[config.mk]
export PLATFORM = sky130hd
export DESIGN_NAME = age_ordered_address_buffer
export DESIGN_NICKNAME = d
export VERILOG_FILES = /design/src/design/aoab_pkg.sv /design/src/design/age_ordered_address_buffer.sv /design/src/design/aoab_ctrl.sv /design/src/design/aoab_dp.sv
export SDC_FILE = /design/constraint.sdc
export NUM_CORES = 1
export LEC_CHECK = 0
export BUFFER_PORTS_ARGS = -buffer_cell sky130_fd_sc_hd__buf_2
export CAP_MARGIN = 10
export CORE_MARGIN = 1.5
export CORE_UTILIZATION = 45
export DETAILED_ROUTE_END_ITERATION = 6
export RECOVER_POWER = 100
export SETUP_SLACK_MARGIN = 0.2
export SYNTH_ARGS = -nofsm -noshare
export SYNTH_HDL_FRONTEND = slang
export SYNTH_HIERARCHICAL = 1
export SYNTH_SLANG_ARGS = --single-unit
[constraint.sdc]
create_clock -name clk -period 5.4 [get_ports clk]
set_input_delay 0.27 -clock clk [delete_from_list [all_inputs] [get_ports clk]]
set_output_delay 0.27 -clock clk [all_outputs]
set_load 0.01 [all_outputs]
[src/design/aoab_pkg.sv]
// Package for the age-ordered address buffer: field widths, stream widths,
// default sizes and the command/status structs between controller and datapath.
// No dependencies.
`timescale 1ns / 1ps
`default_nettype none

package aoab_pkg;

  // Default sizes handed to the top-level parameters.
  localparam int DEF_SLOTS     = 8;
  localparam int DEF_ROB_DEPTH = 32;

  // Fixed field widths.
  localparam int ADDR_W = 32;
  localparam int TAG_W  = 5;
  localparam int MIDX_W = 4;

  // Stream widths, rounded up to whole bytes.
  localparam int IN_BITS     = 1 + 2 * ADDR_W + TAG_W + MIDX_W + 1 + TAG_W + TAG_W;
  localparam int IN_TDATA_W  = ((IN_BITS + 7) / 8) * 8;
  localparam int OUT_BITS    = 1 + ADDR_W + TAG_W + MIDX_W + 1;
  localparam int OUT_TDATA_W = ((OUT_BITS + 7) / 8) * 8;

  // Commands from the controller to the datapath.
  typedef struct packed {
    logic load;    // Capture an input beat and start a new scan.
    logic scan;    // Examine the slot under the scan pointer.
    logic commit;  // Update the slots and load the result register.
  } cmd_t;

  // Status from the datapath to the controller.
  typedef struct packed {
    logic scan_last;  // The scan pointer sits on the last slot.
  } sts_t;

endpackage

`default_nettype wire

[src/design/age_ordered_address_buffer.sv]
// Age-ordered address buffer. Each input beat carries one tick: an optional
// dispatched memory operation (address = operand_a + operand_b, wrapping),
// a squash request and the reorder-buffer head. Each tick yields exactly one
// output beat reporting the oldest entry held before the tick (given out and
// freed) and whether all slots were busy. An item passes from acceptance to
// result through capture (forming the address), a scan in which the scan
// unit examines one slot per cycle for the oldest entry and the first free
// slot, and a commit that waits for the result register. The result register
// lets the next beat be accepted while a result still waits on the output.
// Depends on aoab_pkg, aoab_ctrl and aoab_dp.
`timescale 1ns / 1ps
`default_nettype none

module age_ordered_address_buffer #(
  parameter int SLOTS     = aoab_pkg::DEF_SLOTS,
  parameter int ROB_DEPTH = aoab_pkg::DEF_ROB_DEPTH
) (
  input  wire logic                             clk,
  input  wire logic                             rst,
  input  wire logic                             s_axis_tvalid,
  output logic                                  s_axis_tready,
  // Fields from bit 0: dispatch_valid, operand_a, operand_b, rob_tag,
  // mem_index, squash, squash_tag, rob_head, zero padding.
  input  wire logic [aoab_pkg::IN_TDATA_W-1:0]  s_axis_tdata,
  output logic                                  m_axis_tvalid,
  input  wire logic                             m_axis_tready,
  // Fields from bit 0: head_valid, head_address, head_rob_tag,
  // head_mem_index, buffer_full, zero padding.
  output logic      [aoab_pkg::OUT_TDATA_W-1:0] m_axis_tdata
);

  aoab_pkg::cmd_t cmd;
  aoab_pkg::sts_t sts;

  // Sequencer and handshakes.
  aoab_ctrl u_ctrl (
    .clk           (clk),
    .rst           (rst),
    .s_axis_tvalid (s_axis_tvalid),
    .s_axis_tready (s_axis_tready),
    .m_axis_tvalid (m_axis_tvalid),
    .m_axis_tready (m_axis_tready),
    .sts           (sts),
    .cmd           (cmd)
  );

  // Slots, scan unit and result register.
  aoab_dp #(
    .SLOTS     (SLOTS),
    .ROB_DEPTH (ROB_DEPTH)
  ) u_dp (
    .clk      (clk),
    .rst      (rst),
    .cmd      (cmd),
    .sts      (sts),
    .in_data  (s_axis_tdata),
    .out_data (m_axis_tdata)
  );

endmodule

`default_nettype wire

[src/design/aoab_ctrl.sv]
// Controller of the age-ordered address buffer: sequences accept, slot scan
// and commit, and owns both stream handshakes. Uses aoab_pkg.
`timescale 1ns / 1ps
`default_nettype none

module aoab_ctrl (
  input  wire logic          clk,
  input  wire logic          rst,
  input  wire logic          s_axis_tvalid,
  output logic               s_axis_tready,
  output logic               m_axis_tvalid,
  input  wire logic          m_axis_tready,
  input  wire aoab_pkg::sts_t sts,
  output aoab_pkg::cmd_t     cmd
);

  localparam logic [1:0] ST_IDLE   = 2'd0;
  localparam logic [1:0] ST_SCAN   = 2'd1;
  localparam logic [1:0] ST_COMMIT = 2'd2;

  logic [1:0] state;
  logic [1:0] state_next;
  logic       accept;
  logic       out_free;

  assign s_axis_tready = (state == ST_IDLE);
  assign accept        = s_axis_tvalid && s_axis_tready;
  // The result register can take a new beat when empty or being drained.
  assign out_free      = !m_axis_tvalid || m_axis_tready;

  // Next state and datapath commands.
  always_comb begin
    state_next = state;
    cmd        = '0;
    unique case (state)
      ST_IDLE: begin
        if (accept) begin
          cmd.load   = 1'b1;
          state_next = ST_SCAN;
        end
      end
      ST_SCAN: begin
        cmd.scan = 1'b1;
        if (sts.scan_last) begin
          state_next = ST_COMMIT;
        end
      end
      ST_COMMIT: begin
        if (out_free) begin
          cmd.commit = 1'b1;
          state_next = ST_IDLE;
        end
      end
      default: begin
        state_next = ST_IDLE;
      end
    endcase
  end

  // State register and output valid flag.
  always_ff @(posedge clk) begin
    if (rst) begin
      state         <= ST_IDLE;
      m_axis_tvalid <= 1'b0;
    end else begin
      state <= state_next;
      if (cmd.commit) begin
        m_axis_tvalid <= 1'b1;
      end else if (m_axis_tready) begin
        m_axis_tvalid <= 1'b0;
      end
    end
  end

endmodule

`default_nettype wire

[src/design/aoab_dp.sv]
// Datapath of the age-ordered address buffer: slot storage, the serial
// oldest/free scan, the commit update with squash, and the result register.
// Uses aoab_pkg; driven by aoab_ctrl.
`timescale 1ns / 1ps
`default_nettype none

module aoab_dp #(
  parameter int SLOTS     = aoab_pkg::DEF_SLOTS,
  parameter int ROB_DEPTH = aoab_pkg::DEF_ROB_DEPTH
) (
  input  wire logic                             clk,
  input  wire logic                             rst,
  input  wire aoab_pkg::cmd_t                   cmd,
  output aoab_pkg::sts_t                        sts,
  input  wire logic [aoab_pkg::IN_TDATA_W-1:0]  in_data,
  output logic      [aoab_pkg::OUT_TDATA_W-1:0] out_data
);

  localparam int ADDR_W    = aoab_pkg::ADDR_W;
  localparam int TAG_W     = aoab_pkg::TAG_W;
  localparam int MIDX_W    = aoab_pkg::MIDX_W;
  localparam int SW        = (SLOTS > 1) ? $clog2(SLOTS) : 1;
  localparam int AW        = $clog2(ROB_DEPTH);
  localparam int TAG_RANGE = 1 << TAG_W;
  localparam logic [SW-1:0] LAST_IDX = SW'(SLOTS - 1);
  localparam logic [AW:0]   DEPTH_V  = (AW + 1)'(ROB_DEPTH);

  // Tag modulo the reorder depth, as a constant table built by counting.
  function automatic logic [TAG_RANGE*AW-1:0] build_mod_table();
    logic [TAG_RANGE*AW-1:0] t;
    int v;
    t = '0;
    v = 0;
    for (int i = 0; i < TAG_RANGE; i++) begin
      t[i*AW +: AW] = AW'(v);
      v = (v + 1 == ROB_DEPTH) ? 0 : v + 1;
    end
    return t;
  endfunction

  localparam logic [TAG_RANGE*AW-1:0] MOD_TABLE = build_mod_table();

  function automatic logic [AW-1:0] tag_mod(input logic [TAG_W-1:0] tag);
    return MOD_TABLE[tag*AW +: AW];
  endfunction

  // Distance of a tag from the reduced head; smaller means older.
  function automatic logic [AW-1:0] age_of(input logic [TAG_W-1:0] tag,
                                          input logic [AW-1:0]    hm);
    logic [AW-1:0] tm;
    logic [AW:0]   d;
    tm = tag_mod(tag);
    if (tm >= hm) begin
      d = {1'b0, tm} - {1'b0, hm};
    end else begin
      d = {1'b0, tm} + DEPTH_V - {1'b0, hm};
    end
    return d[AW-1:0];
  endfunction

  // Slot storage.
  logic [SLOTS-1:0]  slot_valid;
  logic [ADDR_W-1:0] slot_address [SLOTS];
  logic [TAG_W-1:0]  slot_tag     [SLOTS];
  logic [MIDX_W-1:0] slot_qidx    [SLOTS];

  // Captured input beat.
  logic              dv_r;
  logic [ADDR_W-1:0] addr_r;
  logic [TAG_W-1:0]  tag_r;
  logic [MIDX_W-1:0] midx_r;
  logic              sq_r;
  logic [TAG_W-1:0]  sqtag_r;
  logic [TAG_W-1:0]  head_r;

  // Scan state.
  logic [SW-1:0]     scan_idx;
  logic              best_found;
  logic [SW-1:0]     best_idx;
  logic [AW-1:0]     best_age;
  logic [ADDR_W-1:0] best_addr;
  logic [TAG_W-1:0]  best_tag;
  logic [MIDX_W-1:0] best_midx;
  logic              free_found;
  logic [SW-1:0]     free_idx;
  logic              full_r;

  // Result register.
  logic              res_valid;
  logic [ADDR_W-1:0] res_addr;
  logic [TAG_W-1:0]  res_tag;
  logic [MIDX_W-1:0] res_midx;
  logic              res_full;

  // Combinational helpers.
  logic [AW-1:0]     head_m;
  logic [AW-1:0]     cur_age;
  logic              take;
  logic              ins;
  logic [AW-1:0]     limit;
  logic [SLOTS-1:0]  hit_ins;
  logic [SLOTS-1:0]  keep;
  logic [SLOTS-1:0]  drop;
  logic [SLOTS-1:0]  valid_next;
  logic [TAG_W-1:0]  tag_after [SLOTS];

  assign head_m        = tag_mod(head_r);
  assign sts.scan_last = (scan_idx == LAST_IDX);

  // The slot under the scan pointer replaces the best so far if strictly older.
  assign cur_age = age_of(slot_tag[scan_idx], head_m);
  assign take    = slot_valid[scan_idx] && (!best_found || (cur_age < best_age));

  // Commit: free the given-out slot, insert into the first free slot, squash.
  assign ins   = dv_r && free_found;
  assign limit = age_of(sqtag_r, head_m);

  always_comb begin
    for (int i = 0; i < SLOTS; i++) begin
      hit_ins[i]    = ins && (free_idx == SW'(i));
      tag_after[i]  = hit_ins[i] ? tag_r : slot_tag[i];
      keep[i]       = (slot_valid[i] && !(best_found && (best_idx == SW'(i)))) ||
                      hit_ins[i];
      drop[i]       = sq_r && (age_of(tag_after[i], head_m) >= limit);
      valid_next[i] = keep[i] && !drop[i];
    end
  end

  // Control flags.
  always_ff @(posedge clk) begin
    if (rst) begin
      slot_valid <= '0;
      scan_idx   <= '0;
      best_found <= 1'b0;
      free_found <= 1'b0;
      full_r     <= 1'b1;
    end else begin
      if (cmd.load) begin
        scan_idx   <= '0;
        best_found <= 1'b0;
        free_found <= 1'b0;
        full_r     <= 1'b1;
      end else if (cmd.scan) begin
        scan_idx <= sts.scan_last ? '0 : scan_idx + 1'b1;
        if (take) begin
          best_found <= 1'b1;
        end
        if (!slot_valid[scan_idx]) begin
          full_r     <= 1'b0;
          free_found <= 1'b1;
        end
      end
      if (cmd.commit) begin
        slot_valid <= valid_next;
      end
    end
  end

  // Payload registers.
  always_ff @(posedge clk) begin
    if (cmd.load) begin
      dv_r    <= in_data[0];
      addr_r  <= in_data[32:1] + in_data[64:33];
      tag_r   <= in_data[69:65];
      midx_r  <= in_data[73:70];
      sq_r    <= in_data[74];
      sqtag_r <= in_data[79:75];
      head_r  <= in_data[84:80];
    end
    if (cmd.scan) begin
      if (take) begin
        best_idx  <= scan_idx;
        best_age  <= cur_age;
        best_addr <= slot_address[scan_idx];
        best_tag  <= slot_tag[scan_idx];
        best_midx <= slot_qidx[scan_idx];
      end
      if (!slot_valid[scan_idx] && !free_found) begin
        free_idx <= scan_idx;
      end
    end
    if (cmd.commit) begin
      if (ins) begin
        slot_address[free_idx] <= addr_r;
        slot_tag[free_idx]     <= tag_r;
        slot_qidx[free_idx]    <= midx_r;
      end
      res_valid <= best_found;
      res_addr  <= best_found ? best_addr : '0;
      res_tag   <= best_found ? best_tag : '0;
      res_midx  <= best_found ? best_midx : '0;
      res_full  <= full_r;
    end
  end

  assign out_data = {{(aoab_pkg::OUT_TDATA_W - aoab_pkg::OUT_BITS){1'b0}},
                     res_full, res_midx, res_tag, res_addr, res_valid};

endmodule

`default_nettype wire

# Word level (Yosys, flattened, before mapping)
# Memories as Yosys holds them, arrays and structs flattened. A register that Yosys moved wholly into a read port is not among the register bits.
# Index checks and enable logic that the tools add are counted.
[totals]
regBits = 129
mem_bits_rw = 328
in_bits = 92
out_inout_bits = 50
word_cells = 241
n_memories = 3
[classes]
n_addsub = 32
multipliers = 11
n_lt_le_gt_ge = 20
eq_ne = 20
shifts = 11
muxes = 37
bitwise = 1
reduce_logical = 83
[mem_list]
columns = ["name", "depth", "word_bits", "rd", "rd_ports_with_merged_regs", "write_ports", "line_no", "source"]
rows = [
  ["u_dp.slot_address", 8, 32, 1, 1, 1, "aoab_dp.sv:63", "logic [ADDR_W-1:0] slot_address [SLOTS];"],
  ["u_dp.slot_tag", 8, 5, 9, 1, 1, "aoab_dp.sv:64", "logic [TAG_W-1:0] slot_tag [SLOTS];"],
  ["u_dp.slot_qidx", 8, 4, 1, 1, 1, "aoab_dp.sv:65", "logic [MIDX_W-1:0] slot_qidx [SLOTS];"],
]
[op_table]
columns = ["operator", "n"]
rows = [
  ["160-bit by 9-bit variable part select with 5-bit output (first input constant)", 11],
  ["5-bit subtractor", 20],
  ["5-bit >= comparator", 18],
  ["5-bit 2-to-1 mux", 18],
  ["5-bit by 3-bit multiplier with 8-bit output (second input constant)", 11],
  ["5-bit by 1-bit adder with 5-bit output (second input constant)", 10],
  ["1-bit logical AND", 44],
  ["32-bit adder", 1],
  ["3-bit == test (second input constant)", 9],
  ["1-bit logical NOT", 20],
  ["3-bit by 2-bit == test with 1-bit output (second input constant)", 4],
  ["1-bit 2-to-1 mux", 11],
  ["1-bit logical OR", 10],
  ["3-bit 2-to-1 mux", 3],
  ["3-bit by 1-bit == test with 1-bit output (second input constant)", 2],
  ["3-bit logical NOT", 2],
  ["2-bit 2-to-1 mux", 3],
  ["2-bit case mux with 3 select lines", 1],
  ["2-bit AND reduction", 3],
  ["5-bit < comparator", 1],
  ["3-bit by 4-bit < comparator with 1-bit output (second input constant)", 1],
  ["2-bit by 1-bit inequality test with 1-bit output (second input constant)", 2],
  ["3-bit by 1-bit adder with 3-bit output (second input constant)", 1],
  ["1-bit binary-select mux with 3-bit select", 1],
  ["other kinds (8)", 8],
]

# Depth between registers and ports, before layout
[depth]
depth_word = 12
mapped_depth = 14

# Modules after synthesis
# The synthesis kept the hierarchy.
[by_module_without_submodules]
columns = ["mod", "instances", "cells_each", "area_per_inst_um2", "seq_area_each_um2"]
rows = [
  ["aoab_dp", 1, 1359, 22547.9, 14634.0],
  ["aoab_ctrl", 1, 16, 148.9, 60.1],
]

# Worst setup path after synthesis
# OpenSTA, ideal clock, no wires.
[synth_path]
kind = "register to register"
start = "register with a tool-made name"
end = "register u_dp.best_addr[0], read port of u_dp.slot_address (enable)"
arrival_ps = 4189
setup_slack_ps = 799
path_stages_with_launch = 15
n_path_buf = 1
cell_sequence = "dfxtp_1 > buf_2 > mux4_2 > mux2i_1 > ha_1 > inv_1 > fa_1 > a21o_1 > a21oi_1 > xnor2_1 > xnor2_1 > ha_1 > o21a_1 > o21ai_0 > and3_1"
[synth_lines]
columns = ["element", "line_no", "source"]
rows = [
  ["to (decl)", "aoab_dp.sv:81", "logic [ADDR_W-1:0] best_addr;"],
]

==> metrics.yaml <==
drt:
  drtPass1Iterations: 5
  avgViaCountPerCell: 5.36
  drt_wl_total_um: 49200
  drtAntennaViolNets: 0
  drt_iter0_markers: 761
  routedWlPerCell_um: 21.6
  drc: 0
  via_count: 12187
floorplanning:
  initial_core_util_pct: 45.4
  io_pins: 142
  dieArea_sq_um: 51800
  fp.dieW_um: 228
  rows: 82
  core_area_sq_um: 50000
  die_h_um: 228
outcome:
  violations: "capacitance limit, slew limit"
  outcome: "finished with violations"
placed_design:
  port_buffers: 133
  gp_congestion: 0.855
  dp_cells: 2158
  dp_hpwl_um: 30800
cells_and_area:
  seq_area_sq_um: 14700
  num-fill-cells: 4143
  syn2layout_area_growth_pct: 14.1
  antenna_cells: 0
  drive_gt1_share_pct: 19.5
  utilization_pct: 51.8
  nNetsFinal: 1792
  instances_no_fill: 2274
  multi_input_area_sq_um: 7540
critical_path:
  setup.worst_path.start_class: "register"
  critPathArrivalTime_ns: 4.81
  crit_fanout: 23
  cp-end-kind: "register"
  required_ns: 5.60
  path_class: "register to register"
global_route:
  grt_pass1_wl_um: 73900
  gr-total-overflow: 0
  grtUsageTotal_pct: 19.5
  antenna_found_initial: 0
  grt_pass1_vias: 12444
  grt_max_degree: 60
timing:
  layout_min_cycle_time_ns: 4.60
  worst_hold_slack_ns: 0.147
  setup_tns_ns: 0
  fmax_mhz: 217
  period_share_pct: 85.3
  rsz0062_at_grt: "no"
  setup_viol_count_final: 0
  timing.slew.headroom_pct: -167
  finalHoldViolations: 0
  tightest_slew_ns: 4.01
  timing.final.max_slew_violations: 243
  clock_skew_ns: 0.0308
synthesis:
  ys_dominant_reg_cell: "edfxtp_1"
  yosys_warnings: 6
  syn_area_per_cell_sq_um: 16.5
  ys_ff_latch: 496
  synth-seq-area-share_pct: 64.7
  syn_inst: 1375
  synth-edff-count: 476
  async_reset_ff_share_pct: 0
  syn_area_sq_um: 22700
  synth_cell_types: 64
cts:
  clk_path_buf_depth: 3
  htree_levels: 2
  clock_sinks: 496
  clk_pin_slew_worst_paths_ns: 0.06
  root_buffer: "clkbuf_16"
  cts_tree: "yes"
  ctsResizeCount: 0
  numCtsBuffers: 50
  clock_latency_ns: 0.60
power:
  irDropWorstVdd_uv: 214
  power_leakage_nw: 9.23
  power_density_nw_per_um2: 327
flow_run:
  drv_cap: 8
hold_path:
  hold_path_class: "input pin to register"
[kinds of logic after synthesis]
kind of cell,synth area share [%]
muxes,12.2
and+or+nand+nor,4.51
AOI/OAI and AO/OA,6.41
adders and majority gates,7.92
buffers and inverters,2.06
other,0.0165
DFF,64.7
xor gates and xnor gates,2.12
[final cells by class]
class / instances / share of cell area, %
Clock buffer: 66 / 5.14
Multi-Input combinational cell: 768 / 29.1
Tap cell: 672 / 3.25
Clock inverter: 25 / 0.894
Sequential cell: 496 / 56.8
Inverter: 68 / 0.986
Timing Repair Buffer: 179 / 3.84
[power by group]
part | switching, mW | internal [mW] | total (mW)
logic | 0.387 | 0.349 | 0.737
clock network | 1.43 | 1.88 | 3.31
registers | 0.0913 | 4.32 | 4.41
total | 1.91 | 6.55 | 8.46
[flip-flops by register name (all words and copies together) (netlist names), 5 cells and up, named ones only]
register / flops
u_dp/best_tag: 5
u_dp/res_addr: 32
u_dp/head_r: 5
u_dp/best_addr: 32
u_dp/tag_r: 5
u_dp/res_tag: 5
u_dp/slot_tag: 40
u_dp/slot_address: 256
u_dp/best_age: 5
u_dp/slot_qidx: 32
u_dp/addr_r: 32
u_dp/sqtag_r: 5
u_dp/slot_valid: 8
[final timing paths]
path / depth (start not counted) / start / end / slack, ns
hold reg to reg: 0 / u_dp/full_r$_SDFFE_PP1P_ / u_dp/res_full$_DFFE_PP_ / 0.44
hold / removal: 2 / rst / u_ctrl/state[1]$_SDFFE_PP0P_ / 0.15
setup / recovery: 5 / u_ctrl/state[0]$_SDFFE_PP0P_ / u_dp/slot_qidx[2][0]$_DFFE_PP_ / 0.80
setup reg to reg: 5 / u_ctrl/state[0]$_SDFFE_PP0P_ / u_dp/slot_qidx[2][0]$_DFFE_PP_ / 0.80
[cells in the final DEF (no fill, tap or decap), types with 7 or more instances in the layout]
master / instances
o31ai_1: 11
buf_4: 9
mux4_2: 84
mux2_1: 11
a21o_1: 66
inv_1: 68
dfxtp_1: 20
fa_1: 11
nor2_1: 24
o21ai_0: 16
clkinv_1: 13
xor2_1: 14
a21oi_1: 57
a221oi_1: 9
nand3_1: 14
ha_1: 126
nand2_1: 58
and2_0: 29
and3_1: 9
xnor2_1: 41
nand2b_1: 17
nor3_1: 8
buf_2: 86
dlygate4sd3_1: 25
mux2i_1: 16
a211oi_1: 7
clkbuf_1: 65
and2_1: 14
clkbuf_2: 7
clkbuf_16: 50
mux2_2: 53
edfxtp_1: 476
[synthesized netlist by cell type (5+ instances only)]
| library cell | n | area [sq um] |
|---|---|---|
| buf_2 | 8 | 40.0 |
| dfxtp_1 | 20 | 400 |
| and2_1 | 44 | 275 |
| a211oi_1 | 6 | 45.0 |
| mux4_2 | 84 | 1890 |
| mux2_2 | 64 | 721 |
| edfxtp_1 | 476 | 14300 |
| o21bai_1 | 5 | 37.5 |
| buf_4 | 7 | 52.6 |
| a221oi_1 | 9 | 78.8 |
| xnor2_1 | 41 | 359 |
| nor2_1 | 24 | 90.1 |
| clkbuf_1 | 26 | 97.6 |
| xor2_1 | 14 | 123 |
| o21ai_0 | 15 | 75.1 |
| o21a_1 | 6 | 45.0 |
| fa_1 | 11 | 220 |
| mux2i_1 | 16 | 160 |
| nand2_1 | 58 | 218 |
| nand2b_1 | 17 | 106 |
| nor3_1 | 8 | 40.0 |
| inv_1 | 68 | 255 |
| o31ai_1 | 11 | 82.6 |
| and3_1 | 10 | 62.6 |
| nand3_1 | 14 | 70.1 |
| buf_1 | 6 | 22.5 |
| a21oi_1 | 57 | 285 |
| a21o_1 | 66 | 495 |
| ha_1 | 126 | 1580 |
[critical path, stage by stage, from the launching register on]
cell and delay, ns:
dfxtp_1 0.35, nand2b_1 0.18, nor2b_1 1.66, nand2_1 0.19
inv_1 0.96, clkbuf_2 0.83
[per-stage QoR]
stage	power, mW	setup WS, ns	cell area, sq um
2_1_floorplan	4.99	0.799	22700
3_3_place_gp	5.20	1.13	24200
3_5_place_dp	5.22	1.12	24200
4_1_cts	8.56	1.12	26000
5_1_grt	8.78	0.432	25900
6_report	8.46	0.796	25900
[routing by layer]
layer / part of all wire (%) / wire, um / GRT usage, % / vias up
met1: 44 / 21500 / 26.0 / 6100
li1: - / - / - / 5731
met5: 0 / 0 / 0 / -
met2: 49 / 24200 / 32.9 / 283
met4: 2.4 / 1200 / 6.20 / 0
met3: 4.7 / 2320 / 2.88 / 73
[timing repair]
item	4_1_cts	5_1_grt
hold endpoints to repair	25	0
buffers inserted	0	0
hold buffers	25	0
No activity file was read; power rests on OpenSTA's default activity.
